`src/rtl/fstc_pkg.sv`:
```
`timescale 1ns / 1ps
// Shared types, widths and codes for the filesystem type classifier.
package fstc_pkg;

  // Root directory entries are 32 bytes: multiply by shifting
  localparam int unsigned ROOT_SHIFT = 5;
  localparam int unsigned CFG_W      = 32;
  localparam int unsigned CFG_IDX_W  = 3;
  // (entries << 5) + (bytes - 1) stays below 2^22
  localparam int unsigned ROOT_NUM_W = 16 + ROOT_SHIFT + 1;
  localparam int unsigned PROD_W     = 40;   // 8-bit copies x 32-bit FAT size
  localparam int unsigned OVH_W      = 41;   // reserved + FAT area + root area
  localparam int unsigned TOTAL_W    = 32;

  typedef enum logic [2:0] {
    VOL_FAT12 = 3'd0,
    VOL_FAT16 = 3'd1,
    VOL_FAT32 = 3'd2,
    VOL_EXT2  = 3'd3,
    VOL_EXT3  = 3'd4,
    VOL_EXT4  = 3'd5
  } vol_type_t;

  typedef enum logic [CFG_IDX_W-1:0] {
    REG_FAT12_LIMIT  = 3'd0,
    REG_FAT16_LIMIT  = 3'd1,
    REG_EXTENT_MASK  = 3'd2,
    REG_JOURNAL_MASK = 3'd3,
    REG_EXT_MAGIC    = 3'd4
  } cfg_reg_t;

  typedef struct packed {
    logic [15:0] magic_word;
    logic [31:0] incompat_features;
    logic [31:0] compat_features;
    logic [15:0] fat_sectors_small;
    logic [31:0] fat_sectors_large;
    logic [15:0] root_entry_count;
    logic [15:0] sector_bytes;
    logic [15:0] total_sectors_small;
    logic [31:0] total_sectors_large;
    logic [15:0] reserved_sector_count;
    logic [7:0]  fat_copies;
    logic [7:0]  cluster_sectors;
  } fstc_item_t;

  typedef struct packed {
    logic [2:0]  volume_type;
    logic [31:0] cluster_total;
    logic        divide_error;
  } fstc_result_t;

  // Context that rides along the root-sector divider
  typedef struct packed {
    logic              is_ext;
    vol_type_t         ext_type;
    logic              div_err;
    logic [PROD_W-1:0] fat_area;
    logic [15:0]       reserved;
    logic [TOTAL_W-1:0] total;
    logic [7:0]        per_cluster;
  } fstc_root_side_t;

  // Context that rides along the cluster divider
  typedef struct packed {
    logic      is_ext;
    vol_type_t ext_type;
    logic      div_err;
  } fstc_clus_side_t;

endpackage

```
`src/rtl/fstc_div_cell.sv`:
```
`timescale 1ns / 1ps
// One restoring-division cell: resolves one quotient bit and registers it.
module fstc_div_cell
  import fstc_pkg::*;
#(
  parameter int unsigned NW = 8,
  parameter int unsigned DW = 8,
  parameter int unsigned SW = 1
) (
  input  logic          clk,
  input  logic          rst,
  input  logic          up_valid,
  input  logic [NW-1:0] up_num,
  input  logic [DW-1:0] up_rem,
  input  logic [DW-1:0] up_div,
  input  logic [SW-1:0] up_side,
  output logic          valid,
  output logic [NW-1:0] num,
  output logic [DW-1:0] rem,
  output logic [DW-1:0] div,
  output logic [SW-1:0] side
);

  logic [DW:0]   trial;
  logic [DW:0]   diff;
  logic          fits;
  logic [DW-1:0] rem_next;
  logic [NW-1:0] num_next;

  // Bring down the next dividend bit, subtract when the divisor fits
  always_comb begin
    trial    = {up_rem, up_num[NW-1]};
    diff     = trial - {1'b0, up_div};
    fits     = (trial >= {1'b0, up_div});
    rem_next = fits ? diff[DW-1:0] : trial[DW-1:0];
    num_next = {up_num[NW-2:0], fits};
  end

  always_ff @(posedge clk) begin
    if (rst) begin
      valid <= 1'b0;
    end else begin
      valid <= up_valid;
    end
  end

  always_ff @(posedge clk) begin
    num  <= num_next;
    rem  <= rem_next;
    div  <= up_div;
    side <= up_side;
  end

endmodule

```
`src/rtl/fstc_div_chain.sv`:
```
`timescale 1ns / 1ps
// Row of division cells: NW registered cells give an NW-bit quotient.
module fstc_div_chain
  import fstc_pkg::*;
#(
  parameter int unsigned NW = 8,
  parameter int unsigned DW = 8,
  parameter int unsigned SW = 1
) (
  input  logic          clk,
  input  logic          rst,
  input  logic          up_valid,
  input  logic [NW-1:0] dividend,
  input  logic [DW-1:0] divisor,
  input  logic [SW-1:0] up_side,
  output logic          valid,
  output logic [NW-1:0] quotient,
  output logic [SW-1:0] side
);

  logic          v_c [NW+1];
  logic [NW-1:0] n_c [NW+1];
  logic [DW-1:0] r_c [NW+1];
  logic [DW-1:0] d_c [NW+1];
  logic [SW-1:0] s_c [NW+1];

  assign v_c[0] = up_valid;
  assign n_c[0] = dividend;
  assign r_c[0] = '0;
  assign d_c[0] = divisor;
  assign s_c[0] = up_side;

  for (genvar k = 0; k < NW; k++) begin : g_cell
    fstc_div_cell #(
      .NW(NW),
      .DW(DW),
      .SW(SW)
    ) u_cell (
      .clk     (clk),
      .rst     (rst),
      .up_valid(v_c[k]),
      .up_num  (n_c[k]),
      .up_rem  (r_c[k]),
      .up_div  (d_c[k]),
      .up_side (s_c[k]),
      .valid   (v_c[k+1]),
      .num     (n_c[k+1]),
      .rem     (r_c[k+1]),
      .div     (d_c[k+1]),
      .side    (s_c[k+1])
    );
  end

  // Final remainder and divisor are not needed downstream
  assign valid    = v_c[NW];
  assign quotient = n_c[NW];
  assign side     = s_c[NW];

endmodule

```
`config.mk`:
```
export PLATFORM = sky130hd
export DESIGN_NAME = fstc_div_chain
export DESIGN_NICKNAME = d
export VERILOG_FILES = /design/src/rtl/fstc_pkg.sv /design/src/rtl/fstc_div_cell.sv /design/src/rtl/fstc_div_chain.sv
export SDC_FILE = /design/constraint.sdc
export NUM_CORES = 1
export LEC_CHECK = 0
export ABC_AREA = 1
export BUFFER_PORTS_ARGS = -buffer_cell sky130_fd_sc_hd__buf_2
export CAP_MARGIN = 25
export CORE_AREA = 2 2 136 151
export CTS_CLUSTER_SIZE = 14
export DETAILED_ROUTE_END_ITERATION = 8
export DIE_AREA = 0 0 138 153
export PLACE_DENSITY = 0.57
export SLEW_MARGIN = 30
export SYNTH_ARGS = -nofsm -noshare
export SYNTH_HDL_FRONTEND = slang
export SYNTH_SLANG_ARGS = --single-unit
```
`constraint.sdc`:
```
create_clock -name clk -period 3.87 [get_ports clk]
set_input_delay 1.161 -clock clk [delete_from_list [all_inputs] [get_ports clk]]
set_output_delay 1.161 -clock clk [all_outputs]
set_load 0.01 [all_outputs]
```
==> impl_metrics.sql, run 1 <==
INSERT INTO impl_metrics (metric_group, metric, value, unit) VALUES
('timing', 'final-hold-violation-count', '0', ''),
('placement', 'placed_instance_area', '8100', 'um2'),
('synthesis', 'ys_types', '30', ''),
('synthesis', 'synth.ff_latch_count', '192', ''),
('global_routing', 'grt_antenna_before_repair', '0', ''),
('timing', 'timing.hold.ws', '321', 'ps'),
('timing', 'rsz_0062_raised_after_global_routing', 'no', ''),
('synthesis', 'most_used_standard_cell_by_instance_count_after_synthesis', 'sky130_fd_sc_hd__nand2_1', ''),
('die', 'die_h', '153', 'um'),
('critical_path', 'worst_path_largest_cell_delay', '310', 'ps'),
('detailed_routing', 'via_count', '5480', ''),
('synthesis', 'synth_area_leader_cell', 'sky130_fd_sc_hd__dfxtp_1', ''),
('die', 'design.die.area', '21100', 'um2'),
('timing', 'layout_worst_path_cycle_share', '52.5', '%'),
('final_layout', 'final_design_area_excluding_fillers', '8740', 'um2'),
('placement', 'port-buffer-count', '29', ''),
('die', 'die_x', '138', 'um'),
('critical_path', 'cp_num_buf_inv', '1', ''),
('power_and_ir_drop', 'cellLeakagePower', '4.67', 'nW'),
('timing', 'clock-skew-final', '8.51', 'ps'),
('global_routing', 'global_route.usage.total', '13.6', '%'),
('cts', 'path_clk_slew', '70', 'ps'),
('critical_path', 'critPathCaptureType', 'output port', ''),
('cts', 'tritoncts.num_buffers', '17', ''),
('synthesis', 'syn_area_per_cell', '8.28', 'um2'),
('final_layout', 'final_net_count', '1056', ''),
('cts', 'clock_latency', '440', 'ps'),
('synthesis', 'synth_seq_area_share', '49.9', '%'),
('cts', 'cts-root-to-sink-buffers', '2', ''),
('detailed_routing', 'viasPerCell', '4.43', ''),
('global_routing', 'maximum_number_of_pins_on_one_net_before_global_route_repair', '21', ''),
('global_routing', 'number_of_global_route_vias_before_repair', '5323', ''),
('synthesis', 'yosys-top-cells-count', 'sky130_fd_sc_hd__nand2_1 (269), sky130_fd_sc_hd__dfxtp_1 (192), sky130_fd_sc_hd__inv_1 (165)', ''),
('detailed_routing', 'routedWlPerCell', '11.0', 'um'),
('die', 'core_area', '19600', 'um2'),
('critical_path', 'worst_ep_arrival_time', '870', 'ps'),
('placement', 'gp_congestion', '0.877', ''),
('critical_path', 'cp_top_family', 'flip-flops', ''),
('critical_path', 'cp_slowest_cell', 'sky130_fd_sc_hd__dfxtp_1', ''),
('synthesis', 'postSynth.topFlopCell', 'sky130_fd_sc_hd__dfxtp_1', ''),
('timing', 'post-route-min-period', '2030', 'ps'),
('critical_path', 'startpoint_type', 'flip-flop', ''),
('timing', 'max_freq', '492', 'MHz'),
('timing', 'accumulated_negative_setup_slack', '0', 'ps'),
('die', 'row_count', '54', ''),
('critical_path', 'crit_chain', 'buf_2', ''),
('timing', 'worst_pin_slew', '519', 'ps'),
('detailed_routing', 'detail_route.wirelength', '13.6', 'mm'),
('synthesis', 'ys_async_sr_fraction', '0', '%'),
('synthesis', 'synth_warnings', '0', ''),
('status', 'result_of_the_run', 'completed', ''),
('timing', 'slew-limit-headroom', '65.4', '%'),
('final_layout', 'syn_to_final_growth', '13.4', '%'),
('critical_path', 'critical_path_class', 'flip-flop to output port', ''),
('synthesis', 'synth_edf_count', '0', ''),
('power_and_ir_drop', 'post-layout-total-power', '5.60', 'mW'),
('placement', 'dp_hpwl', '10.9', 'mm'),
('critical_path', 'timing.critical_path.required', '2710', 'ps'),
('synthesis', 'syn_nets', '1015', ''),
('cts', 'cts_repair_resize_count', '0', ''),
('synthesis', 'synth_cells', '931', ''),
('power_and_ir_drop', 'peakVddDrop', '339', 'uV'),
('power_and_ir_drop', 'power_per_cell_area', '641', 'nW/um2'),
('timing', 'post-route-worst-setup-slack', '1840', 'ps'),
('critical_path', 'max_fanout_on_critical_path', '1', ''),
('final_layout', 'drive_above_1_share', '8.73', '%'),
('detailed_routing', 'violation_count_after_the_first_detailed_route_iteration', '195', ''),
('global_routing', 'grt_first_pass_wirelength', '23.5', 'mm'),
('detailed_routing', 'remaining_drc_errors', '0', ''),
('placement', 'placement.setup.worst_slack', '1420', 'ps'),
('final_layout', 'antenna_cells', '0', '');
==> path summary, 6_finish.rpt <==
| path | start | end | slack, ps | cells after the start |
|---|---|---|---|---|
| max | g_cell[7].u_cell.num[3]$_DFF_P_ | quotient[3] | 1840 | 1 |
| min reg2reg | g_cell[0].u_cell.num[3]$_DFF_P_ | g_cell[1].u_cell.num[4]$_DFF_P_ | 320 | 0 |
| max reg2reg | g_cell[2].u_cell.div[6]$_DFF_P_ | g_cell[3].u_cell.rem[5]$_DFF_P_ | 2020 | 10 |
| min | g_cell[0].u_cell.num[3]$_DFF_P_ | g_cell[1].u_cell.num[4]$_DFF_P_ | 320 | 0 |
==> power by group <==
part,internal [mW],switching [mW],leakage (nW)
Sequential,2.25,0.115,1.60
Clock,0.951,0.827,0.307
Combinational,0.559,0.893,2.77
==> cells in the final DEF, fill, tap and decap left out, drive strengths merged <==
master / synthesis / routed
nor2: 49 / 49
o21ai: 2 / 2
nand2: 282 / 282
fa: 6 / 6
clkbuf: 1 / 18
and2: 1 / 1
nor3: 8 / 8
clkinv: 0 / 9
xnor2: 8 / 8
a21oi: 27 / 27
or2: 3 / 3
nand4: 13 / 13
nand3b: 4 / 4
bufinv: 0 / 1
dfxtp: 192 / 192
ha: 58 / 58
buf: 6 / 29
xor2: 11 / 11
inv: 165 / 169
nand3: 91 / 91
a31oi: 4 / 4
==> routing by layer <==
layer | vias to the layer above | global-route usage [%] | wire [um]
met5 | - | 0 | 0
li1 | 2971 | - | -
met2 | 83 | 26.4 | 7360
met4 | 0 | 6.71 | 518
met1 | 2384 | 13.2 | 5350
met3 | 42 | 3.63 | 393
==> cells by family after synthesis <==
logic type	share of synthesized area, %
flops	49.9
compound gates	2.40
buf+inv	8.83
simple gates	25.7
xor+xnor	2.16
fa+ha+maj	11.0
==> sequential cells by signal, summed over array words and instances (netlist names) <==
register	count
g_cell.u_cell.div	56
g_cell.u_cell.num	64
g_cell.u_cell.rem	56
g_cell.u_cell.side	8
g_cell.u_cell.valid	8
==> per-stage QoR <==
| stage | util [%] | instances |
|---|---|---|
| floorplan | - | 931 |
| global placement | 41.4 | 1205 |
| detailed placement | 41.4 | 1205 |
| CTS | 44.6 | 1237 |
| global route | 44.6 | 1237 |
| finish | 44.6 | 1237 |
==> layout make-up <==
class / count / area (um2)
multi-input cells: 567 / 3180
fillers: 1963 / 10900
well taps: 252 / 315
clock buffers: 18 / 439
repair buffers: 29 / 145
clock inverters: 14 / 193
flip-flops and latches: 192 / 3840
inverters: 165 / 619
Note: power is estimated with default switching activity, not from simulation.
==> inputs of run 2 (changes only) <==
PLACE_DENSITY = 0.59   (was 0.57)
clock period = 1.75 ns   (was 3.87 ns; I/O delays follow)
==> run 2 against run 1 <==
Net effect:
- core utilization is 2.6 points higher
- clock power grew 120%
- clock skew up 11 ps
- non-clock buffer count up 33
- first-iteration DRC count increased by 14%
- critical path depth increased by 9
- register-to-register slack worse by 1900 ps
- sequential cell count is the same
- worst hold slack got worse by 150 ps
- wire length is 6.0% higher
- via count up 3.9%
- highest routed layer unchanged
- critical path type is now flip-flop to flip-flop
==> impl_metrics.sql, run 2 (synthesis gave the netlist of run 1 again) <==
INSERT INTO impl_metrics (metric_group, metric, value, unit) VALUES
('status', 'result_of_the_run', 'completed', ''),
('timing', 'final-hold-violation-count', '0', ''),
('timing', 'worst_pin_slew', '384', 'ps'),
('cts', 'tritoncts_num_sinks', '192', ''),
('critical_path', 'cp_slowest_cell', 'sky130_fd_sc_hd__dfxtp_1', ''),
('cts', 'tritoncts.num_buffers', '17', ''),
('global_routing', 'global_route.usage.total', '13.8', '%'),
('timing', 'max_freq', '606', 'MHz'),
('global_routing', 'use_met3', '2.88', '%'),
('global_routing', 'number_of_global_route_vias_before_repair', '5378', ''),
('final_layout', 'most-common-layout-cells', 'sky130_fd_sc_hd__nand2_1 (264), sky130_fd_sc_hd__dfxtp_1 (190), sky130_fd_sc_hd__inv_1 (164), sky130_fd_sc_hd__nand3_1 (89), sky130_fd_sc_hd__ha_1 (44)', ''),
('detailed_routing', 'detail_route.wirelength', '14.4', 'mm'),
('die', 'core_area', '19600', 'um2'),
('global_routing', 'maximum_number_of_pins_on_one_net_before_global_route_repair', '23', ''),
('final_layout', 'largest_registers', 'g_cell.u_cell.num (64), g_cell.u_cell.div (56), g_cell.u_cell.rem (56)', ''),
('critical_path', 'worst_ep_arrival_time', '1980', 'ps'),
('cts', 'cts_tree', 'built', ''),
('detailed_routing', 'antenna_violating_nets_post_route', '0', ''),
('global_routing', 'grt.busiest_layer', 'met2', ''),
('timing', 'slew-limit-headroom', '74.3', '%'),
('die', 'die_x', '138', 'um'),
('cts', 'clock_latency', '440', 'ps'),
('final_layout', 'syn_to_final_growth', '20.1', '%'),
('detailed_routing', 'dr.pass1.iters', '4', ''),
('timing', 'post-route-min-period', '1650', 'ps'),
('die', 'initial_core_util', '39.3', '%'),
('global_routing', 'grt_antenna_before_repair', '0', ''),
('placement', 'placed_cells_incl_taps', '1236', ''),
('critical_path', 'critPathCaptureType', 'flip-flop', ''),
('cts', 'cts-root-to-sink-buffers', '2', ''),
('detailed_routing', 'routedWlPerCell', '11.4', 'um'),
('critical_path', 'timing.critical_path.required', '2080', 'ps'),
('timing', 'setup-violations-final', '0', ''),
('global_routing', 'grt_util_met1', '13.2', '%'),
('die', 'num_io_pins', '30', ''),
('power_and_ir_drop', 'cellLeakagePower', '4.85', 'nW'),
('cts', 'path_clk_slew', '80', 'ps'),
('detailed_routing', 'viasPerCell', '4.48', ''),
('critical_path', 'worst_path_largest_cell_delay', '380', 'ps'),
('global_routing', 'grt_first_pass_wirelength', '23.7', 'mm'),
('die', 'design.die.area', '21100', 'um2'),
('final_layout', 'largest_reg_flops', '64', ''),
('final_layout', 'drive_above_1_share', '14.8', '%'),
('final_layout', 'final_cells', '1272', ''),
('cts', 'cts_hold_buffers', '0', ''),
('critical_path', 'max_fanout_on_critical_path', '6', ''),
('timing', 'clock-skew-final', '19.7', 'ps'),
('hold_path', 'hold_class', 'primary input to flip-flop', ''),
('detailed_routing', 'remaining_drc_errors', '0', ''),
('final_layout', 'final_net_count', '1091', ''),
('final_layout', 'antenna_cells', '0', ''),
('timing', 'layout_worst_path_cycle_share', '94.3', '%'),
('timing', 'final-max-slew-violation-count', '0', ''),
('placement', 'dp_hpwl', '11.3', 'mm'),
('critical_path', 'startpoint_type', 'flip-flop', ''),
('critical_path', 'crit_chain', 'inv_1 -> ha_4 -> nand2_1 -> nor2_1 -> nand2_1 -> nor2_2 -> nor2_4 -> buf_4 -> nand3_1 -> nand2_1', ''),
('placement', 'port-buffer-count', '29', ''),
('critical_path', 'critical-path-top-cell-by-count', 'sky130_fd_sc_hd__nand2_1', ''),
('placement', 'gp_congestion', '0.852', ''),
('cts', 'clk_root_buffer_cell', 'sky130_fd_sc_hd__clkbuf_16', ''),
('detailed_routing', 'via_count', '5693', ''),
('final_layout', 'fillerInstances', '1910', ''),
('final_layout', 'layout.cells.most_common', 'sky130_fd_sc_hd__nand2_1', ''),
('final_layout', 'biggest_register', 'g_cell.u_cell.num', ''),
('power_and_ir_drop', 'peakVddDrop', '796', 'uV'),
('detailed_routing', 'violation_count_after_the_first_detailed_route_iteration', '223', ''),
('die', 'row_count', '54', ''),
('cts', 'htree_num_levels', '4', ''),
('global_routing', 'grt-ovfl-total', '0', ''),
('flow_run', 'maxCapViolCount', '0', ''),
('global_routing', 'groute.layer.met2.usage', '27.7', '%'),
('die', 'die_h', '153', 'um'),
('power_and_ir_drop', 'power_per_cell_area', '1400', 'nW/um2'),
('critical_path', 'critical_path_class', 'flip-flop to flip-flop', ''),
('timing', 'accumulated_negative_setup_slack', '0', 'ps');
==> run 2: final cells by class <==
type,instances,area (um2),area share [%]
Inverter,165,619,6.69
Multi-Input combinational cell,569,3430,37.1
Tap cell,252,315,3.41
Sequential cell,192,3850,41.6
Clock inverter,15,206,2.23
Timing Repair Buffer,62,405,4.38
Clock buffer,17,425,4.60
==> run 2: repair_timing <==
action / in CTS / in global routing
endpoints found under the setup margin: 8 / 50
setup buffers: 0 / 2
cloned: 0 / 2
gates resized for setup: 2 / 36
pin swaps: 0 / 6
==> run 2: worst paths after layout <==
kind	from	to	slack, ps	cells after the start
max	g_cell[4].u_cell.div[4]$_DFF_P_	g_cell[5].u_cell.rem[1]$_DFF_P_	100	10
min reg2reg	g_cell[0].u_cell.num[1]$_DFF_P_	g_cell[1].u_cell.num[2]$_DFF_P_	320	0
min	dividend[6]	g_cell[0].u_cell.num[7]$_DFF_P_	170	1
max reg2reg	g_cell[4].u_cell.div[4]$_DFF_P_	g_cell[5].u_cell.rem[1]$_DFF_P_	100	10
==> run 2: where the power goes <==
part	internal [mW]	total, mW	leakage, nW	switching, mW
clock network	1.98	3.97	0.301	1.98
registers	4.98	5.27	1.60	0.292
logic	1.57	3.71	2.95	2.14
==> run 2: per-layer routing <==
metal | wire length, um | vias up
met5 | 0 | -
met4 | 301 | 0
met3 | 289 | 26
met2 | 8290 | 69
met1 | 5560 | 2566
li1 | - | 3032
==> run 2: metrics by stage <==
step	setup WS, ps	util, %	area [um2]	hold slack, ps	total power, mW
2_1_floorplan	194	-	7700	310	7.89
3_3_place_gp	25.0	42.6	8350	310	8.75
3_5_place_dp	10.9	42.6	8350	312	8.81
4_1_cts	11.8	45.9	8990	161	12.8
5_1_grt	-8.97	47.2	9250	168	13.8
6_report	98.9	47.2	9250	173	12.9
==> run 2: worst max-delay path: cells and delay by family (launching register included) <==
family | cells | cell delay (ps)
fa+ha+maj | 1 | 280
buf+inv | 2 | 240
flops | 1 | 380
simple gates | 7 | 630
==> inputs of run 3 (changes only) <==
MAX_ROUTING_LAYER = met4   (was unset)
==> run 3 against run 2 <==
Net effect:
- combinational power hardly changed
- clock skew is 6.1 ps lower
- design area is 0.34% higher
==> impl_metrics.sql, run 3 (synthesis gave the netlist of run 1 again) <==
INSERT INTO impl_metrics (metric_group, metric, value, unit) VALUES
('final_layout', 'final_net_count', '1096', ''),
('critical_path', 'ff2ff_setup_slack', '90', 'ps'),
('power_and_ir_drop', 'power_per_cell_area', '1390', 'nW/um2'),
('timing', 'layout_worst_path_cycle_share', '94.7', '%'),
('timing', 'max_freq', '603', 'MHz'),
('final_layout', 'most-common-layout-cells', 'sky130_fd_sc_hd__nand2_1 (263), sky130_fd_sc_hd__dfxtp_1 (188), sky130_fd_sc_hd__inv_1 (164), sky130_fd_sc_hd__nand3_1 (89), sky130_fd_sc_hd__ha_1 (42)', ''),
('final_layout', 'final_design_area_excluding_fillers', '9280', 'um2'),
('die', 'row_count', '54', ''),
('critical_path', 'reg2regPathDepth', '10', ''),
('global_routing', 'number_of_global_route_vias_before_repair', '5628', ''),
('critical_path', 'startpoint_type', 'flip-flop', ''),
('final_layout', 'largest_reg_flops', '64', ''),
('die', 'core_area', '19600', 'um2'),
('power_and_ir_drop', 'cellLeakagePower', '4.89', 'nW'),
('hold_path', 'min_path_cells', '1', ''),
('final_layout', 'biggest_register', 'g_cell.u_cell.num', ''),
('critical_path', 'max_fanout_on_critical_path', '6', ''),
('cts', 'cts_tree', 'built', ''),
('hold_path', 'min_from', 'dividend[6]', ''),
('detailed_routing', 'remaining_drc_errors', '0', ''),
('detailed_routing', 'viasPerCell', '4.49', ''),
('detailed_routing', 'detail_route.wirelength', '14.6', 'mm'),
('detailed_routing', 'dr.pass1.iters', '5', ''),
('critical_path', 'critical_path_class', 'flip-flop to flip-flop', ''),
('die', 'die_x', '138', 'um'),
('cts', 'clock_latency', '430', 'ps'),
('critical_path', 'timing.critical_path.required', '2070', 'ps'),
('final_layout', 'drive_above_1_share', '16.0', '%'),
('status', 'result_of_the_run', 'completed', ''),
('cts', 'path_clk_slew', '80', 'ps'),
('final_layout', 'final_core_utilization', '47.4', '%'),
('power_and_ir_drop', 'clockPowerShare', '30.4', '%'),
('power_and_ir_drop', 'cellInternalPower', '8.59', 'mW'),
('final_layout', 'fillerInstances', '1914', ''),
('hold_path', 'holdPathEnd', 'g_cell[0].u_cell.num[7]$_DFF_P_', ''),
('cts', 'htree_num_levels', '4', ''),
('final_layout', 'largest_registers', 'g_cell.u_cell.num (64), g_cell.u_cell.div (56), g_cell.u_cell.rem (56)', ''),
('die', 'design.die.area', '21100', 'um2'),
('power_and_ir_drop', 'total_switching_power', '4.29', 'mW'),
('hold_path', 'hold_class', 'primary input to flip-flop', ''),
('global_routing', 'grt-ovfl-total', '0', ''),
('detailed_routing', 'routedWlPerCell', '11.5', 'um'),
('placement', 'gp_congestion', '0.891', ''),
('cts', 'tritoncts_num_sinks', '192', ''),
('critical_path', 'worst_ep_arrival_time', '1980', 'ps'),
('timing', 'final-max-slew-violation-count', '0', ''),
('final_layout', 'antenna_cells', '0', ''),
('die', 'initial_core_util', '39.3', '%'),
('cts', 'cts-root-to-sink-buffers', '2', ''),
('power_and_ir_drop', 'peakVddDrop', '722', 'uV'),
('critical_path', 'reg2reg_to', 'g_cell[5].u_cell.rem[1]$_DFF_P_', ''),
('global_routing', 'grt_first_pass_wirelength', '24.4', 'mm'),
('die', 'num_io_pins', '30', ''),
('placement', 'port-buffer-count', '29', ''),
('placement', 'placed_cells_incl_taps', '1231', ''),
('timing', 'clock-skew-final', '13.6', 'ps'),
('flow_run', 'maxCapViolCount', '0', ''),
('critical_path', 'cp-startpoint', 'g_cell[4].u_cell.div[5]$_DFF_P_', ''),
('final_layout', 'syn_to_final_growth', '20.5', '%'),
('final_layout', 'final_cells', '1277', ''),
('timing', 'timing.hold.ws', '188', 'ps'),
('timing', 'post-route-min-period', '1660', 'ps'),
('cts', 'clk_root_buffer_cell', 'sky130_fd_sc_hd__clkbuf_16', ''),
('timing', 'worst_pin_slew', '381', 'ps'),
('final_layout', 'layout.cells.most_common', 'sky130_fd_sc_hd__nand2_1', ''),
('detailed_routing', 'antenna_violating_nets_post_route', '0', ''),
('critical_path', 'critPathCaptureType', 'flip-flop', ''),
('cts', 'tritoncts.num_buffers', '17', ''),
('global_routing', 'maximum_number_of_pins_on_one_net_before_global_route_repair', '21', ''),
('timing', 'slew-limit-headroom', '74.4', '%'),
('detailed_routing', 'via_count', '5736', ''),
('power_and_ir_drop', 'pwr-share-seq', '40.9', '%'),
('placement', 'dp_hpwl', '11.3', 'mm'),
('power_and_ir_drop', 'comb_power_share', '28.8', '%'),
('timing', 'final-hold-violation-count', '0', ''),
('critical_path', 'r2r_start', 'g_cell[4].u_cell.div[5]$_DFF_P_', ''),
('timing', 'setup-violations-final', '0', ''),
('global_routing', 'global_route.usage.total', '14.7', '%'),
('power_and_ir_drop', 'fraction_of_power_spent_switching_nets', '33.3', '%'),
('detailed_routing', 'violation_count_after_the_first_detailed_route_iteration', '182', ''),
('die', 'die_h', '153', 'um'),
('placement', 'placed_instance_area', '8310', 'um2'),
('global_routing', 'grt_antenna_before_repair', '0', '');
-- run 3: cell count changes in the layout (fill, tap and decap cells not counted), sizes merged --
| cell | delta |
|---|---|
| buf | +3 |
| clkinv | -2 |
| bufinv | +1 |
| clkbuf | +1 |
| clkinvlp | -1 |
| inv | +1 |
| nand2 | +1 |
| nor2 | +1 |
-- run 3: cell type report --
type                            count  area (um2)  area share (%)
Inverter                          165         619            6.67
Tap cell                          252         315            3.40
Sequential cell                   192        3850            41.5
Clock inverter                     14         180            1.94
Multi-Input combinational cell    571        3460            37.3
Clock buffer                       18         429            4.62
Timing Repair Buffer               65         428            4.61
-- run 3: metrics by stage --
stage               total power [mW]  TNS, ps  worst slack [ps]
finish                          12.9        0              92.1
global route                    13.8    -20.8             -11.1
CTS                             12.8        0              5.74
detailed placement              8.81     -442             -93.7
global placement                8.76     -260             -68.5
floorplan                       7.89        0               194
-- run 3: how the worst max path moves through the flow --
stage,cells past startpoint,end
floorplan,9,g_cell[0].u_cell.rem[0]$_DFF_P_
global placement,9,g_cell[0].u_cell.rem[0]$_DFF_P_
detailed placement,9,g_cell[0].u_cell.rem[0]$_DFF_P_
CTS,10,g_cell[4].u_cell.rem[7]$_DFF_P_
global route,9,g_cell[4].u_cell.rem[2]$_DFF_P_
finish,10,g_cell[5].u_cell.rem[1]$_DFF_P_
-- run 3: power groups by stage --
stage / clock, mW / sequential, mW / combinational, mW
6_report: 3.91 / 5.26 / 3.71
4_1_cts: 4.04 / 5.25 / 3.51
2_1_floorplan: 0 / 5.29 / 2.60
5_1_grt: 4.24 / 5.33 / 4.23
3_3_place_gp: 0 / 5.34 / 3.42
3_5_place_dp: 0 / 5.35 / 3.46
-- run 3: critical path, stage by stage, from the launching register on --
cell	delay [ps]
sky130_fd_sc_hd__dfxtp_1	360
sky130_fd_sc_hd__inv_1	50
sky130_fd_sc_hd__ha_1	320
sky130_fd_sc_hd__nand2_1	80
sky130_fd_sc_hd__nor2_1	150
sky130_fd_sc_hd__nand2_1	90
sky130_fd_sc_hd__nor2_2	130
sky130_fd_sc_hd__nor2_4	80
sky130_fd_sc_hd__buf_4	160
sky130_fd_sc_hd__nand3_1	80
sky130_fd_sc_hd__nand2_1	60
-- run 3: repair_timing --
action                     in CTS  in global routing
setup endpoints to repair      11                 49
resized for setup               4                 43
buffers inserted                2                  8
hold buffers                    0                  0
gates cloned                    0                  4
pin swaps                       1                 10
-- run 3: routing by layer --
metal / track usage, % / wire length, um / vias to the layer above
met1: 13.5 / 5490 / 2600
met2: 28.6 / 8420 / 58
met5: - / 0 / -
met3: 3.04 / 307 / 31
met4: 6.85 / 432 / 0
li1: - / - / 3047
